### config.mk
export PLATFORM = sky130hd
export DESIGN_NAME = cfa_front
export DESIGN_NICKNAME = d
export VERILOG_FILES = /design/src/rtl/assert_macros.svh /design/src/rtl/cfa_pkg.sv /design/src/rtl/cfa_front.sv
export SDC_FILE = /design/constraint.sdc
export NUM_CORES = 1
export LEC_CHECK = 0
export BUFFER_PORTS_ARGS = -buffer_cell sky130_fd_sc_hd__buf_2
export CORE_MARGIN = 2
export CORE_UTILIZATION = 30
export DETAILED_ROUTE_END_ITERATION = 16
export GPL_TIMING_DRIVEN = 0
export HOLD_SLACK_MARGIN = 0.08
export PLACE_DENSITY = 0.61
export SYNTH_ARGS = -nofsm -noshare
export SYNTH_HDL_FRONTEND = slang
export SYNTH_SLANG_ARGS = --single-unit
### constraint.sdc
create_clock -name clk -period 8.9 [get_ports clk]
set_input_delay 2.225 -clock clk [delete_from_list [all_inputs] [get_ports clk]]
set_output_delay 2.225 -clock clk [all_outputs]
set_load 0.05 [all_outputs]
### src/rtl/assert_macros.svh
// ----------------------------------------------------------------------------
// Assertion macros
// Shared concurrent assertion wrappers. They compile to nothing under synthesis.
// ----------------------------------------------------------------------------
`ifndef ASSERT_MACROS_SVH
`define ASSERT_MACROS_SVH
`ifndef SYNTHESIS
// Checked on every rising edge of clk while rst is low.
`define CFA_ASSERT(label, clk, rst, prop, msg) \
  label: assert property (@(posedge clk) disable iff (rst) prop) else $error(msg);
// Checked on every rising edge of clk, reset included.
`define CFA_ASSERT_ALWAYS(label, clk, prop, msg) \
  label: assert property (@(posedge clk) prop) else $error(msg);
`else
`define CFA_ASSERT(label, clk, rst, prop, msg)
`define CFA_ASSERT_ALWAYS(label, clk, prop, msg)
`endif
`endif

### src/rtl/cfa_pkg.sv
// ----------------------------------------------------------------------------
// cfa_pkg
// Widths, types and arithmetic helpers for the complex fixed-point ALU.
// ----------------------------------------------------------------------------
package cfa_pkg;

  // Operand format.
  localparam int DATA_WIDTH = 32;
  localparam int FRAC_BITS  = 16;

  // Derived widths.
  localparam int PROD_W  = 2 * DATA_WIDTH;
  localparam int SUM_W   = PROD_W + 1;
  localparam int QUO_W   = DATA_WIDTH + 1;
  localparam int QUEUE_DEPTH = 4;
  localparam int QPTR_W  = $clog2(QUEUE_DEPTH);

  typedef logic signed [DATA_WIDTH-1:0] data_t;

  localparam data_t DATA_MAX = data_t'({1'b0, {(DATA_WIDTH-1){1'b1}}});
  localparam data_t DATA_MIN = data_t'({1'b1, {(DATA_WIDTH-1){1'b0}}});

  // Operation codes.
  typedef enum logic [1:0] {
    OP_ADD = 2'd0,
    OP_SUB = 2'd1,
    OP_MUL = 2'd2,
    OP_DIV = 2'd3
  } op_t;

  // A classified item as it sits in the queue.
  typedef struct packed {
    op_t   op;
    logic  dz;
    data_t a_re;
    data_t a_im;
    data_t b_re;
    data_t b_im;
  } item_t;

  // A saturated result part.
  typedef struct packed {
    data_t val;
    logic  ovf;
  } sat_t;

  // One restoring division step.
  typedef struct packed {
    logic [PROD_W-1:0] rem;
    logic              qbit;
  } step_t;

  // Clamp a wide signed value to the data range.
  function automatic sat_t saturate(input logic [SUM_W-1:0] v);
    sat_t s;
    logic [SUM_W-DATA_WIDTH:0] upper;
    upper = v[SUM_W-1:DATA_WIDTH-1];
    if ((~|upper) || (&upper)) begin
      s.val = data_t'(v[DATA_WIDTH-1:0]);
      s.ovf = 1'b0;
    end else begin
      s.val = v[SUM_W-1] ? DATA_MIN : DATA_MAX;
      s.ovf = 1'b1;
    end
    return s;
  endfunction

  // Bring down one dividend bit and subtract the divisor when it fits.
  function automatic step_t div_step(input logic [PROD_W-1:0] rem,
                                     input logic              dbit,
                                     input logic [PROD_W-1:0] den);
    step_t s;
    logic [PROD_W:0] t;
    t = {rem, dbit};
    if (t >= {1'b0, den}) begin
      s.rem  = PROD_W'(t - {1'b0, den});
      s.qbit = 1'b1;
    end else begin
      s.rem  = t[PROD_W-1:0];
      s.qbit = 1'b0;
    end
    return s;
  endfunction

  // Apply the sign to an unsigned quotient and clamp it.
  function automatic sat_t div_finish(input logic             neg,
                                      input logic             pre,
                                      input logic [QUO_W-1:0] q);
    sat_t s;
    if (neg) begin
      if (pre || (q > (QUO_W'(1) << (DATA_WIDTH - 1)))) begin
        s.val = DATA_MIN;
        s.ovf = 1'b1;
      end else begin
        s.val = data_t'(QUO_W'(0) - q);
        s.ovf = 1'b0;
      end
    end else begin
      if (pre || (q[QUO_W-1:DATA_WIDTH-1] != '0)) begin
        s.val = DATA_MAX;
        s.ovf = 1'b1;
      end else begin
        s.val = data_t'(q[DATA_WIDTH-1:0]);
        s.ovf = 1'b0;
      end
    end
    return s;
  endfunction

endpackage

### src/rtl/cfa_front.sv
// ----------------------------------------------------------------------------
// cfa_front
// Input stage: takes items, flags a zero divisor and hands them to the queue.
// ----------------------------------------------------------------------------
module cfa_front import cfa_pkg::*; (
  input  logic        clk,
  input  logic        rst,
  input  logic        in_valid,
  output logic        in_stall,
  input  logic [1:0]  op,
  input  data_t       a_re,
  input  data_t       a_im,
  input  data_t       b_re,
  input  data_t       b_im,
  output logic        push,
  output item_t       push_item,
  input  logic        q_full
);

  logic  fv;
  logic  fv_next;
  logic  load;
  item_t item;

  // The holding register frees up whenever it can move into the queue.
  assign in_stall  = fv && q_full;
  assign push      = fv && !q_full;
  assign load      = in_valid && !in_stall;
  assign push_item = item;

  always_comb begin
    fv_next = fv;
    if (load) begin
      fv_next = 1'b1;
    end else if (push) begin
      fv_next = 1'b0;
    end
  end

  always_ff @(posedge clk) begin
    if (rst) begin
      fv <= 1'b0;
    end else begin
      fv <= fv_next;
    end
  end

  // Capture the item and classify it.
  always_ff @(posedge clk) begin
    if (load) begin
      item.op   <= op_t'(op);
      item.dz   <= (op_t'(op) == OP_DIV) && (b_re == '0) && (b_im == '0);
      item.a_re <= a_re;
      item.a_im <= a_im;
      item.b_re <= b_re;
      item.b_im <= b_im;
    end
  end

endmodule

==> results of run 1 <==
sequential cells by signal (all words and copies together) (netlist names):
name       count
fv             1
push_item    131
area by class of cell:
type,count,area (sq um),area share [%]
Sequential cell,132,3954,62.45
Clock buffer,20,436.7,6.897
Clock inverter,12,113.9,1.798
Multi-Input combinational cell,30,187.7,2.964
Timing Repair Buffer,270,1419,22.41
Tap cell,176,220.2,3.478
cells in the mapped netlist, drive strengths merged:
library cell    n  area (sq um)
edfxtp        131          3934
nor4           16         106.4
nor2            4         15.01
nand4           3         18.77
nand2           2         10.01
nor2b           2         12.51
and2            1         6.260
dfxtp           1         20.02
nand3           1         5.000
or3             1         6.260
routing by layer:
| metal | wire length [um] | GRT usage (%) | vias to the layer above |
|---|---|---|---|
| met2 | 5151 | 22.93 | 171 |
| met4 | 105 | 5.388 | 0 |
| met5 | 0 | 0 | - |
| met3 | 1290 | 7.425 | 10 |
| li1 | - | - | 1259 |
| met1 | 3432 | 13.41 | 1294 |
power by group through the flow:
stage          sequential [uW]  combinational (uW)  clock (uW)
3_3_place_gp               753                 208           0
4_1_cts                    736                 217         663
3_5_place_dp               749                 217           0
2_1_floorplan              877                14.5           0
5_1_grt                    739                 225         692
6_report                   736                 215         644
critical path, delay by kind of cell:
kind,cells,cell delay (ns)
buffers and inverters,2,0.37
AND/OR/NAND/NOR,1,0.20
cell families after synthesis:
group            Yosys count  share of synthesized area (%)
AND/OR/NAND/NOR           30                          4.358
flip-flops               132                          95.64
worst max path at each step:
stage / startpoint / endpoint / slack (ns) / cells after the start
after floorplan: q_full / push_item[0] / 2.40 / 2
after global placement: q_full / push_item[69] / 1.46 / 3
after detailed placement: q_full / in_stall / 3.86 / 3
after CTS: q_full / in_stall / 3.86 / 3
after global routing: q_full / in_stall / 3.85 / 3
final: q_full / in_stall / 3.87 / 3
through the flow:
| step | power [uW] | hold WS, ns | setup WS, ns | instances | cell area (sq um) |
|---|---|---|---|---|---|
| CTS | 1616 | 0.6728 | 3.864 | 640 | 6331 |
| global route | 1655 | 0.7005 | 3.847 | 640 | 6331 |
| global placement | 960.6 | 0.6166 | 1.460 | 604 | 5688 |
| finish | 1595 | 0.6721 | 3.870 | 640 | 6331 |
| detailed placement | 965.4 | 0.6638 | 3.861 | 608 | 5781 |
| floorplan | 891.1 | 0.8360 | 2.399 | 162 | 4136 |
==> qor.yml, run 1 <==
status: "finished clean"
hold_path.class: "register to register"
p_sw_uw: 410.9
viasPerCell: 4.272
cp_common_cell: "buf_2"
worst_pin_slew_ns: 0.3732
grt_overflow: 0
worstPathMaxFanout: 3
yosys_warnings: 0
internal-power_uw: 1184
synth.distinct_cells: 12
clk_path_buf_depth: 2
drv_slew: 0
timing.rr.start: "fv"
hold_viol_final: 0
min_to: "fv"
postCtsResizedCells: 0
layout-drive-gt1-share_pct: 64.66
rsz0062_at_grt: "false"
post_cts_buffers: 0
finalCritPeriodShare_pct: 56.52
cpPeakStageDelay_ns: 0.29
crit_type: "input pin to primary output"
fin_nets: 585
dp_hpwl_mm: 7.775
gp_congestion: 0.7217
power_frac_comb_pct: 13.5
dr.pass1.iters: 4
vias: 2734
insertion_delay_ns: 0.40
power_leakage_uw: 0.002667
r2r-end: "push_item[21]"
grt_pass1_wl_mm: 14.26
finish.utilization_pct: 47.43
start_kind: "input pin"
max_freq_mhz: 198.8
holdBufCountCts: 0
cpMaxStageDelayCell: "buf_2"
grt_antenna_before_repair: 0
io_pins: 267
clock-root-buffer: "clkbuf_16"
r2r_cells: 5
switching_share_pct: 25.77
final_common_cell: "buf_2"
p_clk_share_pct: 40.4
cts_tree: "done"
synth_fp_nets: 296
relSlewSlack_pct: 74.89
syn-cell-area_sq_um: 4134
layout_common_cells: "266 x buf_2, 131 x edfxtp_1, 17 x clkbuf_16"
htreeDepth: 4
drv_cap: 0
ys_seq_area_share_pct: 95.64
required_ns: 6.68
ant_nets: 0
initial_utilization_pct: 30.97
syn2layout_area_growth_pct: 53.15
die_w_um: 121.4
finalSetupTns_ns: 0
numCtsBuffers: 17
avgSynthCellArea_sq_um: 25.52
core-area_sq_um: 13350
crit_path_end_kind: "primary output"
path_clk_slew_ns: 0.05
die_area_sq_um: 14730
rows: 42
skew_ns: 0.004035
r2r_slack_ns: 7.24
ir_drop_v: 0.0001478
setup_violations: 0
antenna_cells: 0
cts_sinks: 132
drcViolationCount: 0
p_seq_share_pct: 46.1
whs_path_depth: 3
post-route-min-period_ns: 5.030
syn-instance-count: 162
wl_per_cell_um: 15.59
grt_pass1_vias: 2798
routed_wl_mm: 9.980
dieHeight_um: 121.4
num-fill-cells: 1203
track_usage_pct: 13.37
min_from: "fv"
drtIter0Drc: 142
powerDensity_nw_per_um2: 251.9
port_buffers: 266
grt_max_degree: 39
ys_ff_latch: 132
arrival_ns: 2.81
crit_chain: "buf_2, and2_1, buf_2"
(Power assumes the default switching activity.)
==> run 2, diff against run 1 <==
Settings changed: ABC_AREA from default to 1.
Clock period 8.9 ns to 4.31 ns, I/O delays scaled along.
==> qor.yml, run 2 <==
status: "finished clean"
whs_path_depth: 2
internal-power_uw: 2449
relSlewSlack_pct: 43.99
numPlacedInstances: 646
wl_per_cell_um: 14.53
preCtsSetupSlack_ns: 1.378
power_leakage_uw: 0.002734
rows: 43
syn-instance-count: 197
clock-root-buffer: "clkbuf_16"
ant_nets: 0
port_buffers: 266
cts_sinks: 132
ys_ff_latch: 132
drv_cap: 0
crit_type: "input pin to primary output"
post-route-min-period_ns: 2.695
finalSetupTns_ns: 0
grt_antenna_before_repair: 0
timing.rr.start: "fv"
vias: 2808
path_clk_slew_ns: 0.05
dieHeight_um: 122.5
start_kind: "input pin"
synth_edf_count: 131
finish.utilization_pct: 46.48
drcViolationCount: 0
hold_path.class: "register to register"
dr.pass1.iters: 4
synthArstFlopShare_pct: 0
required_ns: 3.23
p_clk_share_pct: 40.8
postCtsResizedCells: 0
min_to: "fv"
switching_share_pct: 26.16
ys.flop_type: "edfxtp_1"
gp_congestion: 0.7518
htreeDepth: 4
syn2layout_area_growth_pct: 51.98
layout-drive-gt1-share_pct: 60.44
rsz0062_at_grt: "false"
setup_violations: 0
syn-cell-area_sq_um: 4213
largest_reg_flops: 131
die_w_um: 122.5
die_area_sq_um: 15010
final_common_cell: "buf_2"
holdBufCountCts: 0
post_cts_buffers: 0
setup_slack_ns: 1.615
drtIter0Drc: 103
layout_common_cells: "266 x buf_2, 131 x edfxtp_1, 39 x nor2_1"
ir_drop_v: 0.0002909
min_from: "fv"
core-area_sq_um: 13770
p_sw_uw: 867.8
yosys-top-cells-count: "131 x edfxtp_1, 40 x nor2_1, 15 x nand2_1"
finalCritPeriodShare_pct: 62.52
clk_path_buf_depth: 2
crit_path_end_kind: "primary output"
ys_seq_area_share_pct: 93.85
powerDensity_nw_per_um2: 518.1
power_frac_comb_pct: 13.4
io_pins: 267
instances_no_fill: 678
worstPathMaxFanout: 2
max_freq_mhz: 371.1
grt_pass1_wl_mm: 14.30
worst_pin_slew_ns: 0.8382
p_seq_share_pct: 45.8
yosysTopAreaCell: "edfxtp_1"
r2r_cells: 5
r2r_slack_ns: 2.31
hold_viol_final: 0
grt_pass1_vias: 2887
skew_ns: 0.006542
fin_nets: 619
routed_wl_mm: 9.849
synth_fp_nets: 331
synth.distinct_cells: 11
grt_overflow: 0
viasPerCell: 4.142
antenna_cells: 0
track_usage_pct: 12.89
drv_slew: 0
initial_utilization_pct: 30.59
yosysMostFrequentCell: "edfxtp_1"
avgSynthCellArea_sq_um: 21.38
arrival_ns: 1.62
synthTopCellsByArea: "edfxtp_1 93%, nor2_1 3.6%, nand2_1 1.3%"
numCtsBuffers: 17
synth_top_area_share_pct: 93.38
insertion_delay_ns: 0.40
cts_tree: "done"
r2r-end: "push_item[112]"
yosys_warnings: 0
grt_max_degree: 38
[run 2: cell count changes in the layout (fill, tap and decap cells not counted), sizes merged, moves of 2 or more]
cell    before  now
nor4        16    0
inv          0    4
nand2        2   15
nor2         4   41
nor2b        2    0
clkbuf      20   18
[run 2: power by group through the flow]
stage          clock, uW  sequential, uW  combinational [uW]
2_1_floorplan          0            1810                35.3
3_3_place_gp           0            1550                 434
3_5_place_dp           0            1550                 447
4_1_cts             1390            1520                 447
5_1_grt             1440            1530                 465
6_report            1350            1520                 443
[run 2: layer usage]
layer	GRT usage [%]	vias to the layer above	share of wire, %
met5	0	-	0
met4	5.675	0	1.6
met3	6.552	13	12
met2	21.70	163	50
met1	13.51	1309	37
li1	-	1323	-
[run 2: cells by family (layout without fill, tap and decap cells)]
logic type	Yosys count	after routing	share of synthesized area, %
buffers and inverters	3	304	0.2673
AO/OA/AOI/OAI	1	1	0.1187
flip-flops	132	132	93.85
AND/OR/NAND/NOR	61	61	5.762
[run 2: final cells by class]
| type | instances | area [sq um] |
|---|---|---|
| Clock buffer | 18 | 429.2 |
| Clock inverter | 14 | 136.4 |
| Fill cell | 1265 | 7371 |
| Inverter | 3 | 11.26 |
| Multi-Input combinational cell | 62 | 255.2 |
| Sequential cell | 132 | 3954 |
| Tap cell | 180 | 225.2 |
| Timing Repair Buffer | 269 | 1391 |
[run 2: metrics by stage]
stage | power [uW] | instance area [sq um] | hold WS, ns
after floorplan | 1842 | 4220 | 0.4478
after global placement | 1984 | 5777 | 0.4577
after detailed placement | 1994 | 5837 | 0.4840
after CTS | 3355 | 6402 | 0.4918
after global routing | 3435 | 6402 | 0.5312
final | 3317 | 6402 | 0.4833
[run 2: critical path, cell delays in order]
cell,delay (ns)
buf_2,0.09
nand2_1,0.06
inv_1,0.11
buf_2,0.28
[run 2: how the worst max path moves through the flow]
stage,start,endpoint,slack [ns]
final,q_full,in_stall,1.62
after floorplan,q_full,push_item[0],0.51
after global routing,q_full,in_stall,1.57
after detailed placement,q_full,push_item[127],1.38
after CTS,q_full,in_stall,1.61
after global placement,q_full,push_item[86],0.02
