### config.mk
export PLATFORM = sky130hd
export DESIGN_NAME = cfa_queue
export DESIGN_NICKNAME = d
export VERILOG_FILES = /design/src/rtl/assert_macros.svh /design/src/rtl/cfa_pkg.sv /design/src/rtl/cfa_queue.sv
export SDC_FILE = /design/constraint.sdc
export NUM_CORES = 1
export LEC_CHECK = 0
export ABC_AREA = 1
export BUFFER_PORTS_ARGS = -buffer_cell sky130_fd_sc_hd__buf_2
export CAP_MARGIN = 5
export CORE_MARGIN = 3
export CORE_UTILIZATION = 49
export CTS_BUF_LIST = sky130_fd_sc_hd__clkbuf_4 sky130_fd_sc_hd__clkbuf_8
export DETAILED_ROUTE_END_ITERATION = 16
export GPL_ROUTABILITY_DRIVEN = 0
export PLACE_DENSITY = 0.72
export SYNTH_ARGS = -nofsm -noshare
export SYNTH_HDL_FRONTEND = slang
export SYNTH_SLANG_ARGS = --single-unit
### constraint.sdc
create_clock -name clk -period 6.75 [get_ports clk]
set_input_delay 2.025 -clock clk [delete_from_list [all_inputs] [get_ports clk]]
set_output_delay 2.025 -clock clk [all_outputs]
set_load 0.01 [all_outputs]
### src/rtl/assert_macros.svh
// ----------------------------------------------------------------------------
// Assertion macros
// Shared concurrent assertion wrappers. They compile to nothing under synthesis.
// ----------------------------------------------------------------------------
`ifndef ASSERT_MACROS_SVH
`define ASSERT_MACROS_SVH
`ifndef SYNTHESIS
// Checked on every rising edge of clk while rst is low.
`define CFA_ASSERT(label, clk, rst, prop, msg) \
  label: assert property (@(posedge clk) disable iff (rst) prop) else $error(msg);
// Checked on every rising edge of clk, reset included.
`define CFA_ASSERT_ALWAYS(label, clk, prop, msg) \
  label: assert property (@(posedge clk) prop) else $error(msg);
`else
`define CFA_ASSERT(label, clk, rst, prop, msg)
`define CFA_ASSERT_ALWAYS(label, clk, prop, msg)
`endif
`endif

### src/rtl/cfa_pkg.sv
// ----------------------------------------------------------------------------
// cfa_pkg
// Widths, types and arithmetic helpers for the complex fixed-point ALU.
// ----------------------------------------------------------------------------
package cfa_pkg;

  // Operand format.
  localparam int DATA_WIDTH = 32;
  localparam int FRAC_BITS  = 16;

  // Derived widths.
  localparam int PROD_W  = 2 * DATA_WIDTH;
  localparam int SUM_W   = PROD_W + 1;
  localparam int QUO_W   = DATA_WIDTH + 1;
  localparam int QUEUE_DEPTH = 4;
  localparam int QPTR_W  = $clog2(QUEUE_DEPTH);

  typedef logic signed [DATA_WIDTH-1:0] data_t;

  localparam data_t DATA_MAX = data_t'({1'b0, {(DATA_WIDTH-1){1'b1}}});
  localparam data_t DATA_MIN = data_t'({1'b1, {(DATA_WIDTH-1){1'b0}}});

  // Operation codes.
  typedef enum logic [1:0] {
    OP_ADD = 2'd0,
    OP_SUB = 2'd1,
    OP_MUL = 2'd2,
    OP_DIV = 2'd3
  } op_t;

  // A classified item as it sits in the queue.
  typedef struct packed {
    op_t   op;
    logic  dz;
    data_t a_re;
    data_t a_im;
    data_t b_re;
    data_t b_im;
  } item_t;

  // A saturated result part.
  typedef struct packed {
    data_t val;
    logic  ovf;
  } sat_t;

  // One restoring division step.
  typedef struct packed {
    logic [PROD_W-1:0] rem;
    logic              qbit;
  } step_t;

  // Clamp a wide signed value to the data range.
  function automatic sat_t saturate(input logic [SUM_W-1:0] v);
    sat_t s;
    logic [SUM_W-DATA_WIDTH:0] upper;
    upper = v[SUM_W-1:DATA_WIDTH-1];
    if ((~|upper) || (&upper)) begin
      s.val = data_t'(v[DATA_WIDTH-1:0]);
      s.ovf = 1'b0;
    end else begin
      s.val = v[SUM_W-1] ? DATA_MIN : DATA_MAX;
      s.ovf = 1'b1;
    end
    return s;
  endfunction

  // Bring down one dividend bit and subtract the divisor when it fits.
  function automatic step_t div_step(input logic [PROD_W-1:0] rem,
                                     input logic              dbit,
                                     input logic [PROD_W-1:0] den);
    step_t s;
    logic [PROD_W:0] t;
    t = {rem, dbit};
    if (t >= {1'b0, den}) begin
      s.rem  = PROD_W'(t - {1'b0, den});
      s.qbit = 1'b1;
    end else begin
      s.rem  = t[PROD_W-1:0];
      s.qbit = 1'b0;
    end
    return s;
  endfunction

  // Apply the sign to an unsigned quotient and clamp it.
  function automatic sat_t div_finish(input logic             neg,
                                      input logic             pre,
                                      input logic [QUO_W-1:0] q);
    sat_t s;
    if (neg) begin
      if (pre || (q > (QUO_W'(1) << (DATA_WIDTH - 1)))) begin
        s.val = DATA_MIN;
        s.ovf = 1'b1;
      end else begin
        s.val = data_t'(QUO_W'(0) - q);
        s.ovf = 1'b0;
      end
    end else begin
      if (pre || (q[QUO_W-1:DATA_WIDTH-1] != '0)) begin
        s.val = DATA_MAX;
        s.ovf = 1'b1;
      end else begin
        s.val = data_t'(q[DATA_WIDTH-1:0]);
        s.ovf = 1'b0;
      end
    end
    return s;
  endfunction

endpackage

### src/rtl/cfa_queue.sv
// ----------------------------------------------------------------------------
// cfa_queue
// Short FIFO between the front and the back so that each can stall alone.
// ----------------------------------------------------------------------------
module cfa_queue import cfa_pkg::*; (
  input  logic  clk,
  input  logic  rst,
  input  logic  push,
  input  item_t push_item,
  output logic  full,
  input  logic  pop,
  output logic  pop_valid,
  output item_t pop_item
);

  item_t             entries [QUEUE_DEPTH];
  logic [QPTR_W-1:0] wr_ptr;
  logic [QPTR_W-1:0] rd_ptr;
  logic [QPTR_W:0]   count;
  logic [QPTR_W:0]   count_next;

  assign full      = (count == (QPTR_W + 1)'(QUEUE_DEPTH));
  assign pop_valid = (count != '0);
  assign pop_item  = entries[rd_ptr];

  always_comb begin
    count_next = count;
    if (push && !(pop && pop_valid)) begin
      count_next = count + 1'b1;
    end else if (!push && pop && pop_valid) begin
      count_next = count - 1'b1;
    end
  end

  // Pointers and fill level.
  always_ff @(posedge clk) begin
    if (rst) begin
      wr_ptr <= '0;
      rd_ptr <= '0;
      count  <= '0;
    end else begin
      count <= count_next;
      if (push) begin
        wr_ptr <= wr_ptr + 1'b1;
      end
      if (pop && pop_valid) begin
        rd_ptr <= rd_ptr + 1'b1;
      end
    end
  end

  // Item storage.
  always_ff @(posedge clk) begin
    if (push) begin
      entries[wr_ptr] <= push_item;
    end
  end

endmodule

==> metrics, run 1 <==
register area share after synthesis 80.1%; final hold slack 0.467 ns; final net count 1750; Die X-Extent 207 um; crit start category register; r2r worst-path depth 5; # hold bufs at CTS 0; die span in y 207 um; via count 12000; Initial Utilization 49.8%; internal power 5.49 mW; Yosys reg bits 533; placed cell area 0.0215 mm2; Core Util, Final 57.8%; final setup fails 0; FMAX 0.193 GHz; Ys Warns 0; clk_lat worst skew 0.61 ns; CP peak stage delay 0.86 ns; Slew headroom 19.2%; Final Power 7.41 mW; Clock Skews 0.0175 ns; Overflow after GRT 0; post-CTS sizing 0; first-pass GRT wire length 67200 um; Max clock buf depth 3; clk root buf clkbuf_8; H-tree Lvls 3; critical path type register to output port; max_cap viols 0; pwr/cell area 321 mW/mm2; post-synth top area cell edfxtp_1; mapped cell area 0.0199 mm2; Std-Cell Rows 73; largest net degree at the start of global routing 185; Reg2Reg Capture Point entries[0][51]$_DFFE_PP_; gr usage total 19.8%; top-count cell post-synth edfxtp_1; Via-to-Cell Ratio 5.45; Hold Vio Cnt, Final 0; Clk pwr share 34.3%; DR pass1 iterations 5; worst slack, placed 2.20 ns; Post CTS Setup Buffer Count 0; CP endpoint kind output port; run status finished clean; net switching power 1.92 mW; syn nets 1472; Slowest cell on crit path buf_4; Routed WL 43600 um; Pleak 8.07 nW; io pins 268; worst path cell trace buf_4 > o21ai_0 > o22ai_1 > buf_2; Hold Crit Start rd_ptr[1]$_SDFFE_PP0P_; reg-to-reg setup timing slack 4.45 ns; antenna violations before repair 9; Final ANT Viol Nets 0; DR WL/cell 19.8 um; Worst R2R Start wr_ptr[0]$_SDFFE_PP0P_; CP Data Arrival Time 3.16 ns; Synth top cells by count 524 x edfxtp_1, 269 x nor2_1, 193 x o21ai_0; die area 0.0430 mm2; post-route cell area 0.0231 mm2; P&R area growth vs syn 16.0%; Crit Path Max Fanout 105; drt first-iter violations 778; Post-synth ARST share 0%; min-delay worst type register to register; RSZ-0062 raised after global routing no; Worst Slack Setup Final 1.57 ns; Yosys cell types 22; IR drop worst, VDD 0.000278 V; Mean Syn Cell Area 14.9 um2; Cells after Synth 1332; setup TNS 0 ns; dpl cells 2050; HPWL after detailed placement 23500 um; CTS Buf Count 83; measured slew at the worst slew-check pin 1.21 ns; layout cells sized above 1 24.9%; clock slew at reported path FFs 0.06 ns; number of flops mapped to enable cells by yosys 524; CP Buf/Inv Count 2; Synth top area share 79.2%; register share of total power 52.1%; Worst Hold Depth 2; critical path required time 4.72 ns; count of pins over their slew limit 0; Post-synth top flop edfxtp_1; Non-Filler Instances 2204; vias in the first global route 12200; sw frac 25.9%; I/O Buffers 267; DRC viols 0; area of the core 0.0399 mm2; Logic pwr share 13.6%; Final period util 76.7%; clock period minus worst slack 5.18 ns; top post-synthesis cells by area edfxtp_1 79%, nor2_1 5.1%, o21ai_0 4.9%; CTS tree done; Crit path max-delay family buffers and inverters; Sink Count 533
power groups by stage:
| stage | Clock, mW | Combinational, mW | Sequential, mW |
|---|---|---|---|
| 2_1_floorplan | 0 | 0.652 | 3.90 |
| 3_3_place_gp | 0 | 0.994 | 3.92 |
| 3_5_place_dp | 0 | 1.02 | 3.93 |
| 4_1_cts | 2.60 | 1.02 | 3.86 |
| 5_1_grt | 2.75 | 1.11 | 3.87 |
| 6_report | 2.54 | 1.01 | 3.86 |
routing by layer:
metal,global-route usage [%],share of wire (%)
met1,26.0,42
met2,31.9,48
met4,6.98,2.0
met3,5.79,8.0
met5,0,0.13
how the worst max path moves through the flow:
stage              from                       to  slack, ns  cells after the start
6_report       register             pop_item[71]       1.57                      4
5_1_grt        register             pop_item[71]       1.31                      4
4_1_cts        register             pop_item[71]       1.52                      4
3_5_place_dp   register             pop_item[88]       2.20                      4
3_3_place_gp   register             pop_item[74]       2.27                      4
2_1_floorplan      push  entries[0][0]$_DFFE_PP_       1.41                      3
kinds of logic after synthesis:
logic type,synth area share [%]
AO/OA/AOI/OAI,11.0
adder cells (fa/ha/maj),0.353
buffers and inverters,3.05
flip-flops,80.1
AND/OR/NAND/NOR,5.55
cell type report:
class / count / area [um2]
fill: 3096 / 16900
timing repair buffer: 279 / 1440
antenna: 7 / 17.5
clock inverter: 27 / 129
sequential: 533 / 15900
clock buffer: 120 / 1450
multi-input combinational: 697 / 3350
inverter: 16 / 92.6
tap: 525 / 657
cell usage in the layout, fill, tap and decap left out, types with 7 or more instances in the layout:
master,netlist,layout
buf_2,28,267
buf_4,2,11
clkbuf_4,0,33
clkbuf_8,0,87
clkinv_1,0,17
dfxtp_1,9,7
diode_2,0,7
edfxtp_1,524,524
inv_1,14,10
inv_6,1,7
nand2_1,14,14
nor2_1,269,269
o21ai_0,193,193
o21ai_1,72,72
o22ai_1,131,131
sequential cells by signal, indices dropped and copies added (netlist names), named ones only:
| signal | flops |
|---|---|
| rd_ptr | 2 |
| entries | 524 |
| count | 3 |
| wr_ptr | 2 |
tightest hold or removal path, cell delays in order (launching register included):
cell	delay [ns]
dfxtp_1	0.32
inv_1	0.05
a21oi_1	0.06
Power figures use the tool's default switching activity.
==> run 2, diff against run 1 <==
==> constraint.sdc (replaced) <==
create_clock -name clk -period 4.9 [get_ports clk]
set_input_delay 1.47 -clock clk [delete_from_list [all_inputs] [get_ports clk]]
set_output_delay 1.47 -clock clk [all_outputs]
set_load 0.01 [all_outputs]
==> metrics, run 2 (synthesized netlist as in run 1, its figures left out) <==
run status finished clean; Crit Path Max Fanout 148 (+41%); number of flip-flops in the largest register 524 (unchanged); Worst Slack Setup Final 0.395 ns (-1.18 ns); DR pass1 iterations 4 (-1); Std-Cell Rows 73 (unchanged); clock period minus worst slack 4.51 ns; DRC viols 0 (unchanged); Reg2Reg Capture Point entries[2][3]$_DFFE_PP_; die span in y 207 um (unchanged); HPWL after detailed placement 23600 um (+0.31%); vias in the first global route 12000 (-1.2%); Max clock buf depth 3 (unchanged); Die X-Extent 207 um (unchanged); IR drop worst, VDD 0.000283 V (+2.1%); most common cell after layout, fill and taps aside edfxtp_1; Final ANT Viol Nets 0 (unchanged); drt first-iter violations 810 (+4.1%); Hold Vio Cnt, Final 0 (unchanged); post-route cell area 0.0233 mm2 (+1.0%); worst slack, placed 1.05 ns (-1.15 ns); Via-to-Cell Ratio 5.45 (about the same); max_cap viols 0 (unchanged); clk_lat worst skew 0.63 ns (+0.02 ns); placed cell area 0.0216 mm2 (+0.48%); min-delay worst type register to register; final net count 1758 (+0.46%); Post CTS Setup Buffer Count 0 (unchanged); Initial Utilization 49.8% (unchanged); pwr/cell area 449 mW/mm2 (+40%); r2r worst-path depth 5 (unchanged); Final Power 10.4 mW (+41%); CTS Buf Count 87 (+4.8%); layout cells sized above 1 25.0% (+0.075 points); CP endpoint kind output port; Pleak 8.17 nW (+1.2%); io pins 268 (unchanged); die area 0.0430 mm2 (unchanged); critical path required time 3.43 ns (-1.29 ns); Worst R2R Start wr_ptr[0]$_SDFFE_PP0P_; Final period util 91.9%; I/O Buffers 267 (unchanged); CTS tree done; largest net degree at the start of global routing 149 (-19%); measured slew at the worst slew-check pin 1.10 ns (-0.114 ns); CP Data Arrival Time 3.04 ns (-0.12 ns); Fill cells 3118 (+0.71%); crit start category register; largest reg by FF count entries; via count 12100 (+0.85%); RSZ-0062 raised after global routing no; post-CTS sizing 0 (unchanged); antenna violations before repair 12 (+3); Clock Skews 0.0232 ns (+0.00577 ns); Worst Hold Depth 2 (unchanged); most frequent cells in the layout 524 x edfxtp_1, 269 x nor2_1, 267 x buf_2; Overflow after GRT 0 (unchanged); Hold Crit Start rd_ptr[1]$_SDFFE_PP0P_; P&R area growth vs syn 17.2%; clock slew at reported path FFs 0.06 ns (about the same); clk root buf clkbuf_8; final setup fails 0 (unchanged); Sink Count 533 (unchanged); FMAX 0.222 GHz; Routed WL 43900 um (+0.69%); # hold bufs at CTS 0 (unchanged); critical path type register to output port; area of the core 0.0399 mm2 (unchanged); final hold slack 0.466 ns (-0.00116 ns); setup TNS 0 ns (unchanged); DR WL/cell 19.7 um (-0.22%); largest registers entries: 524 flops, count: 3 flops; first-pass GRT wire length 67300 um (+0.10%); Slew headroom 26.8% (+7.6 points); gr usage total 19.8% (+0.028 points); H-tree Lvls 3 (unchanged); count of pins over their slew limit 0 (unchanged); reg-to-reg setup timing slack 2.87 ns (-1.58 ns)
==> run 2: cell types whose count changed in the layout (fill, tap and decap cells not counted) <==
cell	change
clkinv_8	+1
inv_6	-2
buf_12	+6
clkbuf_4	-9
clkinv_2	+5
clkinvlp_4	-2
inv_4	+1
diode_2	+5
clkinv_1	+10
inv_8	+4
bufinv_16	+3
buf_4	-2
==> run 2: through the flow <==
stage | std cells | util, %
after floorplan | 1332 | -
after CTS | 2212 | 58.3
after global placement | 2054 | 54.0
after global routing | 2218 | 58.3
after detailed placement | 2054 | 54.0
final | 2224 | 58.3
==> run 2: metal layers <==
| metal | global-route usage [%] | share of wire (%) | vias to the layer above |
|---|---|---|---|
| met5 | 0 | 0.084 | - |
| met4 | 7.40 | 2.2 | 8 |
| met3 | 5.27 | 6.8 | 74 |
| met2 | 32.2 | 49 | 351 |
| met1 | 26.0 | 42 | 6042 |
| li1 | - | - | 5644 |
==> run 2: how the worst max path moves through the flow <==
stage | depth (start not counted) | slack [ns] | to
after floorplan | 3 | 0.11 | entries[0][0]$_DFFE_PP_
after detailed placement | 5 | 1.05 | pop_item[25]
final | 5 | 0.39 | pop_item[25]
after CTS | 5 | 0.31 | pop_item[25]
after global routing | 5 | 0.19 | pop_item[25]
after global placement | 5 | 1.09 | pop_item[25]
==> run 2: report_power, final <==
part | switching, mW | leakage (nW) | internal [mW]
sequential | 0.0930 | 4.89 | 5.22
combinational | 0.945 | 2.38 | 0.467
clock | 1.70 | 0.896 | 2.02
total | 2.74 | 8.17 | 7.71
==> run 2: area by class of cell <==
| cell class | instances | area [um2] | share of cell area (%) |
|---|---|---|---|
| Sequential cell | 533 | 15900 | 68.4 |
| Multi-Input combinational cell | 697 | 3350 | 14.4 |
| Timing Repair Buffer | 283 | 1540 | 6.63 |
| Clock buffer | 111 | 1380 | 5.92 |
| Tap cell | 525 | 657 | 2.82 |
| Clock inverter | 47 | 319 | 1.37 |
| Inverter | 16 | 90.1 | 0.387 |
| Antenna cell | 12 | 30.0 | 0.129 |
==> run 2: worst max-delay path, stage by stage (launching register included) <==
cell and delay, ns:
dfxtp_4 0.54, inv_8 0.65, buf_4 0.45, o21ai_0 0.13, o22ai_1 0.25, buf_2 0.18
==> run 3, diff against run 2 <==
--- a/config.mk
+++ b/config.mk
@@ -14,6 +14,7 @@
 export DETAILED_ROUTE_END_ITERATION = 16
 export GPL_ROUTABILITY_DRIVEN = 0
 export PLACE_DENSITY = 0.72
+export RECOVER_POWER = 100
 export SYNTH_ARGS = -nofsm -noshare
 export SYNTH_HDL_FRONTEND = slang
 export SYNTH_SLANG_ARGS = --single-unit
==> metrics, run 3 (synthesized netlist as in run 1, its figures left out) <==
run status complete, but fails checks; failing checks capacitance limit, slew limit; most common cell after layout, fill and taps aside edfxtp_1; Sink Count 533 (unchanged); critical path type register to output port; CP endpoint kind output port; Via-to-Cell Ratio 5.47 (+0.45%); net switching power 2.74 mW (about the same); Hold Vio Cnt, Final 0 (unchanged); gr usage total 19.8% (unchanged); Crit Path Max Fanout 90 (-39%); Post CTS Setup Buffer Count 0 (unchanged); measured slew at the worst slew-check pin 3.08 ns (+1.98 ns); # hold bufs at CTS 0 (unchanged); DRC viols 0 (unchanged); Initial Utilization 49.8% (unchanged); Final period util 93.4% (+1.4 points); setup TNS 0 ns (unchanged); CP Data Arrival Time 3.11 ns (+0.07 ns); clock period minus worst slack 4.58 ns (+0.0702 ns); most frequent cells in the layout 524 x edfxtp_1, 269 x nor2_1, 241 x o21ai_0; DR pass1 iterations 5 (+1); internal power 7.65 mW (-0.75%); first-pass GRT wire length 67300 um (unchanged); critical path required time 3.43 ns (about the same); CTS Buf Count 87 (unchanged); crit start category register; die span in y 207 um (unchanged); layout cells sized above 1 12.3% (-13 points); DR WL/cell 19.8 um (+0.32%); FMAX 0.219 GHz (-1.5%); area of the core 0.0399 mm2 (unchanged); Non-Filler Instances 2215 (-0.40%); Pleak 7.59 nW (-7.1%); final hold slack 0.466 ns (+0.000101 ns); via count 12100 (+0.041%); Clk pwr share 35.9% (+0.3 points); max_cap viols 4 (+4); Std-Cell Rows 73 (unchanged); RSZ-0062 raised after global routing no; Die X-Extent 207 um (unchanged); final setup fails 0 (unchanged); vias in the first global route 12000 (unchanged); io pins 268 (unchanged); largest registers entries: 524 flops, count: 3 flops; IR drop worst, VDD 0.000281 V (-0.66%); min-delay worst type register to register; Final Power 10.4 mW (-0.57%); H-tree Lvls 3 (unchanged); Logic pwr share 12.9% (-0.6 points); clk_lat worst skew 0.63 ns (about the same); Routed WL 43900 um (about the same); post-CTS sizing 0 (unchanged); drt first-iter violations 800 (-1.2%); Clock Skews 0.0226 ns (-0.000608 ns); register share of total power 51.2% (+0.3 points); Final ANT Viol Nets 0 (unchanged); Max clock buf depth 3 (unchanged); Slew headroom -105% (-130 points); antenna violations before repair 7 (-5); number of flip-flops in the largest register 524 (unchanged); largest net degree at the start of global routing 149 (unchanged); P&R area growth vs syn 15.5%; sw frac 26.4% (+0.13 points); clock slew at reported path FFs 0.06 ns (about the same); HPWL after detailed placement 23600 um (unchanged); final net count 1758 (unchanged); worst path cell trace inv_4 > clkbuf_4 > o21ai_0 > o22ai_1 > clkbuf_1; count of pins over their slew limit 245 (+245); pwr/cell area 452 mW/mm2 (+0.86%); Overflow after GRT 0 (unchanged); largest reg by FF count entries; CTS tree done; dpl cells 2054 (unchanged); Slowest cell on crit path clkbuf_4; die area 0.0430 mm2 (unchanged); I/O Buffers 267 (unchanged); CP peak stage delay 0.89 ns (+0.24 ns); clk root buf clkbuf_8
run 3: changes by cell type in the layout (fill, tap and decap cells not counted), moves of 3 or more:
cell,change
inv_1,+3
buf_2,-211
clkbuf_1,+211
buf_4,-5
o21ai_1,-48
clkbuf_2,+5
inv_6,-4
o21ai_0,+48
diode_2,-9
run 3: cell type report:
cell class | count | area [um2]
antenna | 3 | 7.51
multi-input combinational | 697 | 3350
inverter | 16 | 71.3
timing repair buffer | 283 | 1250
clock buffer | 111 | 1380
fill | 3234 | 17000
clock inverter | 47 | 319
sequential | 533 | 15900
tap | 525 | 657
run 3: power groups by stage:
stage | registers (mW) | logic (mW) | clock network (mW)
after global placement | 5.40 | 1.39 | 0
after global routing | 5.34 | 1.48 | 4.03
after detailed placement | 5.41 | 1.42 | 0
after floorplan | 5.37 | 0.898 | 0
final | 5.32 | 1.34 | 3.73
after CTS | 5.32 | 1.43 | 3.82
run 3: worst max-delay path, delay by kind of cell, from the launching register on:
family                 cells  cell delay (ns)
buffers and inverters      3             1.21
flip-flops                 1             0.67
AO/OA/AOI/OAI              2             0.52
run 3: final timing paths:
path,end,start,depth (start not counted),slack (ns)
hold / removal,register,rd_ptr[1]$_SDFFE_PP0P_,2,0.47
setup / recovery,pop_item[25],register,5,0.32
setup reg to reg,entries[0][71]$_DFFE_PP_,wr_ptr[0]$_SDFFE_PP0P_,5,1.04
hold reg to reg,register,rd_ptr[1]$_SDFFE_PP0P_,2,0.47
run 3: stage by stage:
step                      setup slack [ns]  utilization (%)  instance area (um2)
final                                0.325             57.5                23000
after detailed placement              1.05             54.0                21600
after CTS                            0.307             58.3                23300
after global routing                0.0949             57.5                23000
after global placement                1.09             54.0                21600
after floorplan                      0.113                -                19900
run 3: layer usage:
metal / share of wire (%) / track usage [%] / vias to the layer above
met5: 0.12 / 0 / -
met4: 2.6 / 7.40 / 8
met3: 7.3 / 5.27 / 85
met2: 48 / 32.2 / 380
met1: 42 / 26.0 / 6019
li1: - / - / 5632
